[config.mk]
export PLATFORM = sky130hd
export DESIGN_NAME = rfa_div
export DESIGN_NICKNAME = d
export VERILOG_FILES = /design/src/design/rfa_pkg.sv /design/src/design/rfa_div.sv
export SDC_FILE = /design/constraint.sdc
export NUM_CORES = 1
export LEC_CHECK = 0
export BUFFER_PORTS_ARGS = -buffer_cell sky130_fd_sc_hd__buf_2
export CAP_MARGIN = 20
export CORE_ASPECT_RATIO = 0.75
export CORE_MARGIN = 4
export CORE_UTILIZATION = 55
export CTS_CLUSTER_SIZE = 10
export DETAILED_ROUTE_END_ITERATION = 10
export GPL_ROUTABILITY_DRIVEN = 0
export HOLD_SLACK_MARGIN = 0.03
export PLACE_DENSITY = 0.8
export REMOVE_ABC_BUFFERS = 1
export SLEW_MARGIN = 20
export SYNTH_ARGS = -nofsm -noshare
export SYNTH_HDL_FRONTEND = slang
export SYNTH_SLANG_ARGS = --single-unit
[constraint.sdc]
create_clock -name clk -period 5.39 [get_ports clk]
set_input_delay 1.078 -clock clk [delete_from_list [all_inputs] [get_ports clk]]
set_output_delay 1.078 -clock clk [all_outputs]
set_load 0.05 [all_outputs]
[src/design/rfa_pkg.sv]
// ----------------------------------------------------------------------------
// rfa_pkg: shared types and constants for the rational fraction ALU
// Holds the transaction structs, operation codes, status codes and FSM states.
// ----------------------------------------------------------------------------
package rfa_pkg;

  localparam int unsigned OPERAND_WIDTH_DEF = 32;
  localparam int unsigned MAG_W = 64;

  typedef enum logic [2:0] {
    FUNC_ADD = 3'd0,
    FUNC_SUB = 3'd1,
    FUNC_MUL = 3'd2,
    FUNC_DIV = 3'd3,
    FUNC_EQ  = 3'd4
  } func_t;

  typedef enum logic [1:0] {
    ST_OK       = 2'd0,
    ST_DIV_ZERO = 2'd1,
    ST_OVERFLOW = 2'd2
  } status_t;

  typedef struct packed {
    logic [2:0]  func;
    logic [31:0] a_num;
    logic [31:0] a_den;
    logic [31:0] b_num;
    logic [31:0] b_den;
  } in_item_t;

  typedef struct packed {
    logic [63:0] res_num;
    logic [62:0] res_den;
    logic        equal;
    logic [1:0]  status;
  } out_item_t;

  // Sequencer states
  typedef enum logic [3:0] {
    S_IDLE,
    S_MUL1,
    S_MUL2,
    S_MUL3,
    S_SUM,
    S_GCD,
    S_DIVN,
    S_DIVD,
    S_NEXT,
    S_DONE
  } state_t;

  // Divider request / response
  typedef struct packed {
    logic        start;
    logic [63:0] dividend;
    logic [63:0] divisor;
  } div_req_t;

  typedef struct packed {
    logic        done;
    logic [63:0] quot;
    logic [63:0] rem;
  } div_rsp_t;

endpackage

[src/design/rfa_div.sv]
// ----------------------------------------------------------------------------
// rfa_div: shared 64-bit unsigned restoring divider
// One quotient bit per cycle; raises done with quotient and remainder once all 64 bits are in.
// ----------------------------------------------------------------------------
module rfa_div (
  input  logic              clk,
  input  logic              rst_n,
  input  rfa_pkg::div_req_t req,
  output rfa_pkg::div_rsp_t rsp
);

  logic [63:0] rem_r, rem_nxt;
  logic [63:0] quo_r, quo_nxt;
  logic [63:0] dsr_r, dsr_nxt;
  logic [6:0]  cnt_r, cnt_nxt;
  logic        busy_r, busy_nxt;
  logic        done_r, done_nxt;
  logic [64:0] trial;
  logic [64:0] shifted;

  // Shift one dividend bit in and try to subtract the divisor
  always_comb begin
    shifted  = {rem_r, quo_r[63]};
    trial    = shifted - {1'b0, dsr_r};
    rem_nxt  = rem_r;
    quo_nxt  = quo_r;
    dsr_nxt  = dsr_r;
    cnt_nxt  = cnt_r;
    busy_nxt = busy_r;
    done_nxt = 1'b0;
    if (req.start) begin
      rem_nxt  = '0;
      quo_nxt  = req.dividend;
      dsr_nxt  = req.divisor;
      cnt_nxt  = 7'd64;
      busy_nxt = 1'b1;
    end else if (busy_r) begin
      if (!trial[64]) begin
        rem_nxt = trial[63:0];
        quo_nxt = {quo_r[62:0], 1'b1};
      end else begin
        rem_nxt = shifted[63:0];
        quo_nxt = {quo_r[62:0], 1'b0};
      end
      cnt_nxt = cnt_r - 7'd1;
      if (cnt_r == 7'd1) begin
        busy_nxt = 1'b0;
        done_nxt = 1'b1;
      end
    end
  end

  always_ff @(posedge clk) begin
    if (!rst_n) begin
      busy_r <= 1'b0;
      done_r <= 1'b0;
      cnt_r  <= '0;
    end else begin
      busy_r <= busy_nxt;
      done_r <= done_nxt;
      cnt_r  <= cnt_nxt;
    end
    rem_r <= rem_nxt;
    quo_r <= quo_nxt;
    dsr_r <= dsr_nxt;
  end

  assign rsp.done = done_r;
  assign rsp.quot = quo_r;
  assign rsp.rem  = rem_r;

endmodule

After elaboration in Yosys (flattened, before gate mapping):

Cells that the tools add are included.

* bitwise logic cells: 2
* reduce and logical (&&, ||, !) cells: 3
* equal/unequal tests: 1
* add/subtract/negate cells: 2
* muxes and demuxes: 10

Operators by type and width (count)
* $mux 64: 3
* $sub 65x64->65: 1
* $mux 7: 2
* $eq 7x1->1 const B: 1
* $sub 7x1->7 const B: 1
* $mux 1: 5
* $reduce_or 3->1: 1
* $not 1->1: 2
* $reduce_bool 2->1: 1
* $reduce_or 2->1: 1

* bits in registers: 201
* input bits: 131

Depth between registers and ports, before layout:

Gate-level depths: netlist (run 1).

* depth in word-level cells: 4
* gate-level depth with buffers: 15

Least setup slack after synthesis (run 1):

Ideal clock, no wire load.

* path kind: input -> register
* start: input req[128] (netlist bit)
* end: register quo_r[0] (enable)
* slack: 1.852 ns
* stages on the path: 5
* arrival: 3.120 ns
* data required time: 4.972 ns
* cells stage by stage: clkbuf_1 -> clkbuf_1 -> nor2_1 -> clkbuf_1 -> inv_1

* cells in the longest elaborated chain, start to end: 1

Ends and longest elaborated chain
* start: declaration: RTL line rfa_div.sv:8 `input rfa_pkg::div_req_t req,`
* $reduce_bool 2->1 (no line)
* end signal: assignment: RTL line rfa_div.sv:64 `quo_r <= quo_nxt;`
* end: declaration: RTL line rfa_div.sv:13 `logic [63:0] quo_r, quo_nxt;`

Every way passes these cells.
A chain may end at the register's enable or synchronous reset.

Final worst setup path (run 1):

* start: register quo_r[63]
* end: register rem_r[62]

* cells in the longest elaborated chain, start to end: 2

Ends and longest elaborated chain
* $sub 65x64->65: RTL line rfa_div.sv:24 `trial = shifted - {1'b0, dsr_r};`
* $mux 64: RTL line rfa_div.sv:38 `if (!trial[64]) begin`
* end signal: assignment: RTL line rfa_div.sv:63 `rem_r <= rem_nxt;`
* end: declaration: RTL line rfa_div.sv:12 `logic [63:0] rem_r, rem_nxt;`

Every way passes these cells.

==> flow_summary.yaml, run 1 <==
routing:
  postRouteAntennaNets: 0
  drtIter0Drc: 811
  finalWirelength_um: 33500
  wl_per_cell_um: 18.3
  drt-pass1-iter-count: 5
  vias_per_cell: 5.85
  drc: 0
  via_count: 10723
clock_tree:
  cts.sinks: 201
  clock_latency_ps: 530
  hold_buffers: 0
  post_cts_resized: 0
  clk_pin_slew_ps: 60
  clockBufferDepth: 3
  ctsHtreeMaxLevel: 1
  cts_buffers: 24
  post_cts.repair.setup_buffers: 0
  cts_tree: "built"
  clockRootBuffer: "clkbuf_16"
finish:
  nFillCells: 1819
  finalNetCount: 1718
  drive_gt1_share_pct: 25.2
  area_growth_pct: 16.9
pwr:
  power_switching_share_pct: 36.5
  pwr-share-clk_pct: 29.9
  p_int_w: 0.00317
  p_per_area_mw_per_mm2: 348
  power.total_w: 0.00499
  power_switching_w: 0.00182
  irDropWorstVdd_uv: 253
  p_seq_share_pct: 38.0
  combPwrFrac_pct: 32.2
  p_leak_nw: 6.21
timing:
  finalHoldViolations: 0
  fin_tns_setup_ps: 0
  finalCritPeriodShare_pct: 71.6
  rsz0062_at_grt: "no"
  drv_slew: 0
  clock.fmax_mhz: 259
  setup_viol: 0
  fin_crit_ps: 3860
  slew_headroom_pct: 24.6
  worst_pin_slew_ps: 1130
  finClkSkew_ps: 11.9
critical_path:
  cp.arrival_ps: 4290
  cp-start-kind: "flop"
  path_max_fanout: 30
  rrSetupSlack_ps: 1530
  endpoint_kind: "flop"
  worstSetupPathType: "flop to flop"
  cp.required_ps: 5820
synth:
  ys.flop_type: "edfxtp_1"
  synth_top_cell_by_area: "edfxtp_1"
  synthesis.area_mm2: 0.0123
  ys_top_cells_by_area: "edfxtp_1, dfxtp_1, ha_1, mux2_2, a21oi_1"
  synth_edf_count: 128
  synth_async_sr_flop_share_pct: 0
  synthCells: 1299
  ys_seq_area_share_pct: 43.2
  syn_avg_cell_area_um2: 9.46
  yosysWarnings: 0
  ys_ff_latch: 201
  synth_top_area_share_pct: 31.3
  synth_cell_types: 82
floorplan:
  coreArea_mm2: 0.0220
  die_area_mm2: 0.0248
  io_pins: 260
  die_h_um: 137
  start_util_pct: 55.9
  rows: 47
  die_x_um: 181
hold_path:
  hold_path_class: "flop to flop"
run_status:
  status: "complete, no violations"
global_route:
  antenna_found_initial: 3
  grt_overflow: 0
  grt_pass1_vias: 10303
  track_usage_pct: 25.9
  grt_max_degree: 81
  grt_pass1_wl_um: 53200
run:
  maxCapViolCount: 0
placement:
  post-dp-hpwl_um: 25000
  portBuffers: 259
-- per-stage QoR --
| stage | instances | cell area (µm²) | hold slack (ps) | setup WS, ps | util (%) |
|---|---|---|---|---|---|
| after floorplan | 1227 | 11900 | 469 | 792 | - |
| after global placement | 1788 | 13600 | 481 | 1670 | 62.0 |
| after detailed placement | 1788 | 13600 | 484 | 1580 | 62.0 |
| after CTS | 1832 | 14400 | 492 | 1560 | 65.3 |
| after global routing | 1832 | 14400 | 534 | 1210 | 65.3 |
| final | 1833 | 14400 | 493 | 1530 | 65.3 |
-- power groups by stage --
stage	clock network (W)	logic (W)	registers, W
2_1_floorplan	0	0.000830	0.00226
3_3_place_gp	0	0.00156	0.00192
3_5_place_dp	0	0.00159	0.00192
4_1_cts	0.00152	0.00159	0.00190
5_1_grt	0.00159	0.00175	0.00191
6_report	0.00149	0.00161	0.00190
-- sequential cells by signal, indices dropped and copies added (netlist names) --
| register | cells |
|---|---|
| busy_r | 1 |
| cnt_r | 7 |
| done_r | 1 |
| dsr_r | 64 |
| quo_r | 64 |
| rem_r | 64 |
-- worst paths after layout --
check / start / end / depth (start not counted)
setup / recovery: quo_r[63] / rem_r[62] / 14
hold / removal: cnt_r[1] / cnt_r[1] / 2
setup reg to reg: quo_r[63] / rem_r[62] / 14
hold reg to reg: cnt_r[1] / cnt_r[1] / 2
-- critical path, stage by stage (launching register included) --
cell       delay, ps
edfxtp_1         360
inv_1             50
ha_1             220
fa_1             410
nand2b_1         180
a21oi_1          190
nor2_1           130
o211ai_1         350
nand2_2          130
o221a_1          270
nand2_2          460
buf_4            400
nor4_1           100
mux2_4           320
a2111oi_4        180
-- final cells by class --
class / count / area (µm²) / area share [%]
antenna: 1 / 2.50 / 0.0174
clock buffer: 42 / 678 / 4.72
clock inverter: 2 / 38.8 / 0.270
inverter: 92 / 345 / 2.40
multi-input combinational: 934 / 6260 / 43.6
sequential: 201 / 5310 / 36.9
tap: 294 / 368 / 2.56
timing repair buffer: 267 / 1360 / 9.49
-- cells in the final DEF, fill, tap and decap left out, types with 24 or more instances in the layout --
cell type and n:
a211oi_1 45, a21oi_1 129, buf_2 258, clkbuf_16 24, dfxtp_1 72, edfxtp_1 128
ha_1 66, inv_1 89, mux2_2 66, nand2_1 107, nand3_1 24, nor2_1 140
o21ai_0 52, xnor2_1 37
-- per-layer routing --
metal / global-route usage [%] / up-vias / part of all wire [%]
met4: 6.13 / 6 / 2.3
met3: 7.50 / 58 / 10
met1: 35.3 / 4992 / 43
met2: 41.4 / 487 / 45
li1: - / 5180 / -
met5: 0 / - / 0.14
-- kinds of logic after synthesis --
group / count (synthesis) / share of synthesized area, %
xor+xnor: 54 / 3.85
buf+inv: 164 / 5.85
flops: 201 / 43.2
mux: 75 / 6.82
fa+ha+maj: 67 / 6.89
simple gates: 381 / 14.4
compound gates: 357 / 19.0
-- synth_stat cells, types with 9 or more instances --
master,n
nor2_1,140
a21oi_1,129
edfxtp_1,128
nand2_1,108
inv_1,90
dfxtp_1,73
ha_1,66
mux2_2,66
o21ai_0,52
a211oi_1,45
xnor2_1,37
clkbuf_1,30
nand3_1,24
buf_2,22
nand4_1,22
o21bai_1,20
nor3_1,19
a21o_1,17
xor2_1,17
and3_1,11
buf_4,11
nand2b_1,11
a21boi_0,9
No activity file was read; power rests on OpenSTA's default activity.
==> run 2: changes to the inputs <==
- CORE_UTILIZATION: 55 -> 50
- PLACE_DENSITY: 0.8 -> 0.77
- clock period: 5.39 -> 3.3 ns (I/O delays scaled with it)
==> run 2 against run 1 <==
  * Final cell count up 4.7%
  * Count of clock-buffer cells in the layout unchanged
  * Critical path depth unchanged
  * Highest routed layer unchanged
  * Utilization down 3.4 points
  * Non-clock buffer count up 49
  * Setup slack worse by 1500 ps
  * Critical path type unchanged
  * Clock skew about the same
==> flow_summary.yaml, run 2 (synthesized netlist as in run 1, its figures left out) <==
finish:
  reg_top3: "dsr_r x64, quo_r x64, rem_r x64"
  num_antenna_cells: 0
  most-common-layout-cells: "buf_2, nor2_1, edfxtp_1, a21oi_1, nand2_1"
  nFillCells: 2039
  instances_no_fill: 1920
  area_growth_pct: 21.4
  finalNetCount: 1769
  final_common_cell: "buf_2"
  drive_gt1_share_pct: 28.8
clock_tree:
  cts_tree: "built"
  clock_latency_ps: 540
  cts_buffers: 24
  clk_pin_slew_ps: 60
  cts.sinks: 201
  clockBufferDepth: 3
  clockRootBuffer: "clkbuf_16"
  ctsHtreeMaxLevel: 1
placement:
  post-dp-hpwl_um: 26900
  portBuffers: 259
  place_inst: 1868
routing:
  vias_per_cell: 5.79
  postRouteAntennaNets: 0
  finalWirelength_um: 36400
  drtIter0Drc: 1019
  via_count: 11109
  drc: 0
  wl_per_cell_um: 18.9
  drt-pass1-iter-count: 6
timing:
  finalCritPeriodShare_pct: 97.8
  drv_slew: 0
  finClkSkew_ps: 12.3
  fin_crit_ps: 3230
  finalHoldViolations: 0
  clock.fmax_mhz: 310
  setup_viol: 0
  slew_headroom_pct: 45.6
  worst_pin_slew_ps: 816
global_route:
  grt_pass1_wl_um: 56700
  grt_overflow: 0
  grt_pass1_vias: 10488
  antenna_found_initial: 4
  track_usage_pct: 25.5
  grt_max_degree: 154
critical_path:
  worstPathCellList: "inv_1, ha_1, buf_4, a21oi_2, o21ai_1, nor4_1, o211ai_1, buf_4, nand2_2, o221a_2, nand2_1, nor2_1, o311ai_0, nand3_1"
  cp_slowest_stage_delay_ps: 360
  crit_family: "simple AND/OR/NAND/NOR gates"
  cp.required_ps: 3770
  cpMostUsedCell: "buf_4"
  cp.arrival_ps: 3700
  endpoint_kind: "flop"
  path_buf_inv: 3
  cp-start-kind: "flop"
  crit_slowest_cell: "edfxtp_1"
  path_max_fanout: 6
  worstSetupPathType: "flop to flop"
hold_path:
  hold_path_class: "input pin to flop"
floorplan:
  die_h_um: 144
  die_x_um: 189
  coreArea_mm2: 0.0241
  die_area_mm2: 0.0272
  io_pins: 260
  rows: 49
  start_util_pct: 51.0
pwr:
  power.total_w: 0.00837
  p_per_area_mw_per_mm2: 561
  p_leak_nw: 6.47
  irDropWorstVdd_uv: 462
run:
  maxCapViolCount: 0
run_status:
  status: "complete, no violations"
[run 2: worst paths after layout]
path                                 from        end  slack, ps  cells after the start
worst max register to register  dsr_r[23]  rem_r[57]         70                     14
worst min register to register  rem_r[48]  rem_r[48]        520                      2
worst min-delay path               req[3]   dsr_r[3]        290                      1
worst max-delay path            dsr_r[23]  rem_r[57]         70                     14
[run 2: area by class of cell]
class	instances	area, µm²	area share (%)
repair buffers	316	1750	11.8
flip-flops and latches	201	5310	35.6
multi-input cells	936	6370	42.7
well taps	331	414	2.78
clock inverters	2	33.8	0.226
inverters	92	345	2.32
clock buffers	42	688	4.61
[run 2: worst register-to-register path: cells and delay by family, from the launching register on]
kind | cells | cell delay (ps)
simple gates | 5 | 1090
compound gates | 5 | 1020
buf+inv | 3 | 430
flops | 1 | 360
fa+ha+maj | 1 | 270
[run 2: stage by stage]
step	setup TNS (ps)	setup WS [ps]	cell area, µm²	utilization (%)	hold WS, ps
2_1_floorplan	-120920	-1300	11900	-	469
3_3_place_gp	0	45.7	14000	58.2	480
3_5_place_dp	-337	-97.5	14000	58.2	506
4_1_cts	0	9.45	14800	61.3	269
5_1_grt	-8.47	-6.60	14900	61.9	268
6_report	0	72.1	14900	61.9	294
[run 2: repair_timing]
item,CTS,global route
pin swaps,2,9
gates resized for setup,3,25
cloned,1,1
setup buffers,2,4
hold buffers,0,0
endpoints found under the setup margin,21,57
[run 2: where the power goes]
group	total, W	switching, W	internal [W]
Combinational	0.00282	0.00186	0.000954
Sequential	0.00310	0.000158	0.00294
Clock	0.00246	0.00104	0.00141
[run 2: layer usage]
metal | vias to the layer above | track usage, % | part of all wire [%]
li1 | 5270 | - | -
met1 | 5201 | 34.4 | 42
met2 | 574 | 41.5 | 46
met3 | 56 | 7.58 | 11
met4 | 8 | 5.10 | 1.5
met5 | - | 0 | 0.15
==> run 3: changes to the inputs <==
- ABC_AREA: not set -> 1
- CORE_UTILIZATION: 50 -> 52
- PLACE_DENSITY: 0.77 -> 0.78
==> run 3 against run 2 <==
  * Synthesized cell count increased by 77%
  * Area after synthesis increased by 18%
  * Count of clock-buffer cells in the layout unchanged
  * Die area increased by 13%
  * Worst hold slack got worse by 15 ps
  * Wire length increased by 19%
  * Via count increased by 32%
  * Non-clock buffer count decreased by 46
  * Sequential cell count unchanged
  * Clock power about the same
  * Register-to-register slack improved by 210 ps
  * Critical path type unchanged
  * Critical endpoint is now rem_r[43]
  * Highest routed layer unchanged
==> flow_summary.yaml, run 3 <==
critical_path:
  cp_slowest_stage_delay_ps: 430
  rrSetupSlack_ps: 280
  endpoint_kind: "flop"
  reg2reg_from: "quo_r[63]"
  cpMostUsedCell: "nand2_1"
  worstSetupPathType: "flop to flop"
  worstPathCellList: "inv_1, ha_1, fa_1, inv_1, nand2_1, nand2_1, nand3_1, nand2_2, nand2_1, nand2_2, nand2_1, nand2_2, nand2_4, nand2_4, nand2_1, nand2_2, buf_12, nand2_1, nand3_1, nand2_1"
  cp-start-kind: "flop"
  path_max_fanout: 29
  crit_start: "quo_r[63]"
  cp.arrival_ps: 3460
  crit_family: "simple AND/OR/NAND/NOR gates"
  cp.required_ps: 3740
  path_buf_inv: 3
  crit_slowest_cell: "fa_1"
pwr:
  power_switching_share_pct: 29.3
  combPwrFrac_pct: 16.7
  p_per_area_mw_per_mm2: 384
  p_leak_nw: 9.95
  power_switching_w: 0.00189
  p_seq_share_pct: 45.4
  irDropWorstVdd_uv: 362
  pwr-share-clk_pct: 37.8
  p_int_w: 0.00456
timing:
  rsz0062_at_grt: "no"
  finClkSkew_ps: 23.4
  clock.fmax_mhz: 331
  drv_slew: 0
  finalHoldViolations: 0
  fin_tns_setup_ps: 0
  fin_crit_ps: 3020
  setup_viol: 0
  slew_headroom_pct: 41.1
  worst_slack_ps: 283
  worst_pin_slew_ps: 884
  hold_ws_ps: 279
  finalCritPeriodShare_pct: 91.4
clock_tree:
  cts_tree: "built"
  cts_buffers: 24
  clockRootBuffer: "clkbuf_16"
  post_cts_resized: 0
  clk_pin_slew_ps: 60
  ctsHtreeMaxLevel: 1
  hold_buffers: 0
  cts.sinks: 201
  post_cts.repair.setup_buffers: 0
  clock_latency_ps: 550
  clockBufferDepth: 3
floorplan:
  coreArea_mm2: 0.0272
  rows: 52
  start_util_pct: 53.2
  die_area_mm2: 0.0306
  io_pins: 260
  die_h_um: 152
  die_x_um: 201
routing:
  wl_per_cell_um: 14.8
  finalWirelength_um: 43300
  drtIter0Drc: 1674
  via_count: 14695
  drt-pass1-iter-count: 7
  drc: 0
  postRouteAntennaNets: 0
  vias_per_cell: 5.04
finish:
  area_growth_pct: 16.3
  finalNetCount: 2746
  postLayoutCoreUtil_pct: 61.8
  final_common_cell: "nand2_1"
  final_area_mm2: 0.0168
  reg_top3: "dsr_r x64, quo_r x64, rem_r x64"
  most-common-layout-cells: "nand2_1, inv_1, buf_2, nand3_1, edfxtp_1"
  drive_gt1_share_pct: 12.9
run_status:
  status: "complete, no violations"
synth:
  synth_most_common_cell: "nand2_1"
  ys_top_cells_by_area: "nand2_1, edfxtp_1, inv_1, dfxtp_1, ha_1"
  synthCells: 2294
  syn_avg_cell_area_um2: 6.31
  synthesis.area_mm2: 0.0145
  synth_top_area_share_pct: 27.9
  yosysWarnings: 0
  synth_cell_types: 38
  synth_edf_count: 128
  ys_seq_area_share_pct: 36.7
  ys_ff_latch: 201
  ys.flop_type: "edfxtp_1"
  synth_top_cell_by_area: "nand2_1"
  synth_async_sr_flop_share_pct: 0
  synth_commonest_cells: "nand2_1, inv_1, nand3_1"
global_route:
  grt_pass1_vias: 13599
  grt_overflow: 0
  antenna_found_initial: 2
  track_usage_pct: 27.3
  grt_max_degree: 79
  grt_pass1_wl_um: 69200
hold_path:
  hold_path_class: "input pin to flop"
  hp-start: "req[30]"
placement:
  portBuffers: 259
  place_ws_ps: 294
  post-dp-hpwl_um: 34400
  place_area_mm2: 0.0161
run:
  maxCapViolCount: 0
## run 3: cell types whose count changed after synthesis, moves of 12 or more
cell,change
nand2_1,+967
xnor2_1,-12
a21oi_1,-79
o21bai_1,-19
buf_2,-19
nand3_1,+109
o21ai_0,-37
mux2_2,-66
nor2_1,-36
a211oi_1,-44
inv_1,+409
a21o_1,-17
## run 3: cell type report
type,count,area (µm²)
flip-flops and latches,201,5310
well taps,351,439
multi-input cells,1548,7040
diodes,1,2.50
clock buffers,42,688
fillers,2561,10400
clock inverters,2,35.0
repair buffers,270,1420
inverters,503,1890
## run 3: power by group through the flow
stage	clock [W]	combinational [W]	sequential, W
after floorplan	0	0.000433	0.00327
after global placement	0	0.00105	0.00298
after detailed placement	0	0.00107	0.00298
after CTS	0.00249	0.00107	0.00293
after global routing	0.00260	0.00118	0.00295
final	0.00244	0.00108	0.00293
## run 3: final timing paths
check,to,depth (start not counted)
setup / recovery,rem_r[43],20
hold / removal,dsr_r[30],1
setup reg to reg,rem_r[43],20
hold reg to reg,rem_r[53],2
## run 3: cell families (layout without fill, tap and decap cells)
| family | Yosys count | count (layout) | synth area share [%] |
|---|---|---|---|
| buf+inv | 545 | 817 | 14.7 |
| other cells | 0 | 1 | 0 |
| simple gates | 1378 | 1378 | 38.2 |
| compound gates | 71 | 71 | 2.56 |
| xor+xnor | 32 | 32 | 1.94 |
| flops | 201 | 201 | 36.7 |
| fa+ha+maj | 67 | 67 | 5.85 |
## run 3: per-layer routing
metal  vias up  track usage (%)  share of wire [%]
met3        91             7.68                 11
met1      6533             39.6                 45
li1       7371                -                  -
met2       698             40.6                 41
met5         -                0              0.046
met4         2             6.35                2.7
## run 3: stage by stage
stage          total power [W]  cells
2_1_floorplan          0.00370   2252
3_3_place_gp           0.00403   2873
3_5_place_dp           0.00405   2873
4_1_cts                0.00650   2917
5_1_grt                0.00673   2918
6_report               0.00646   2918
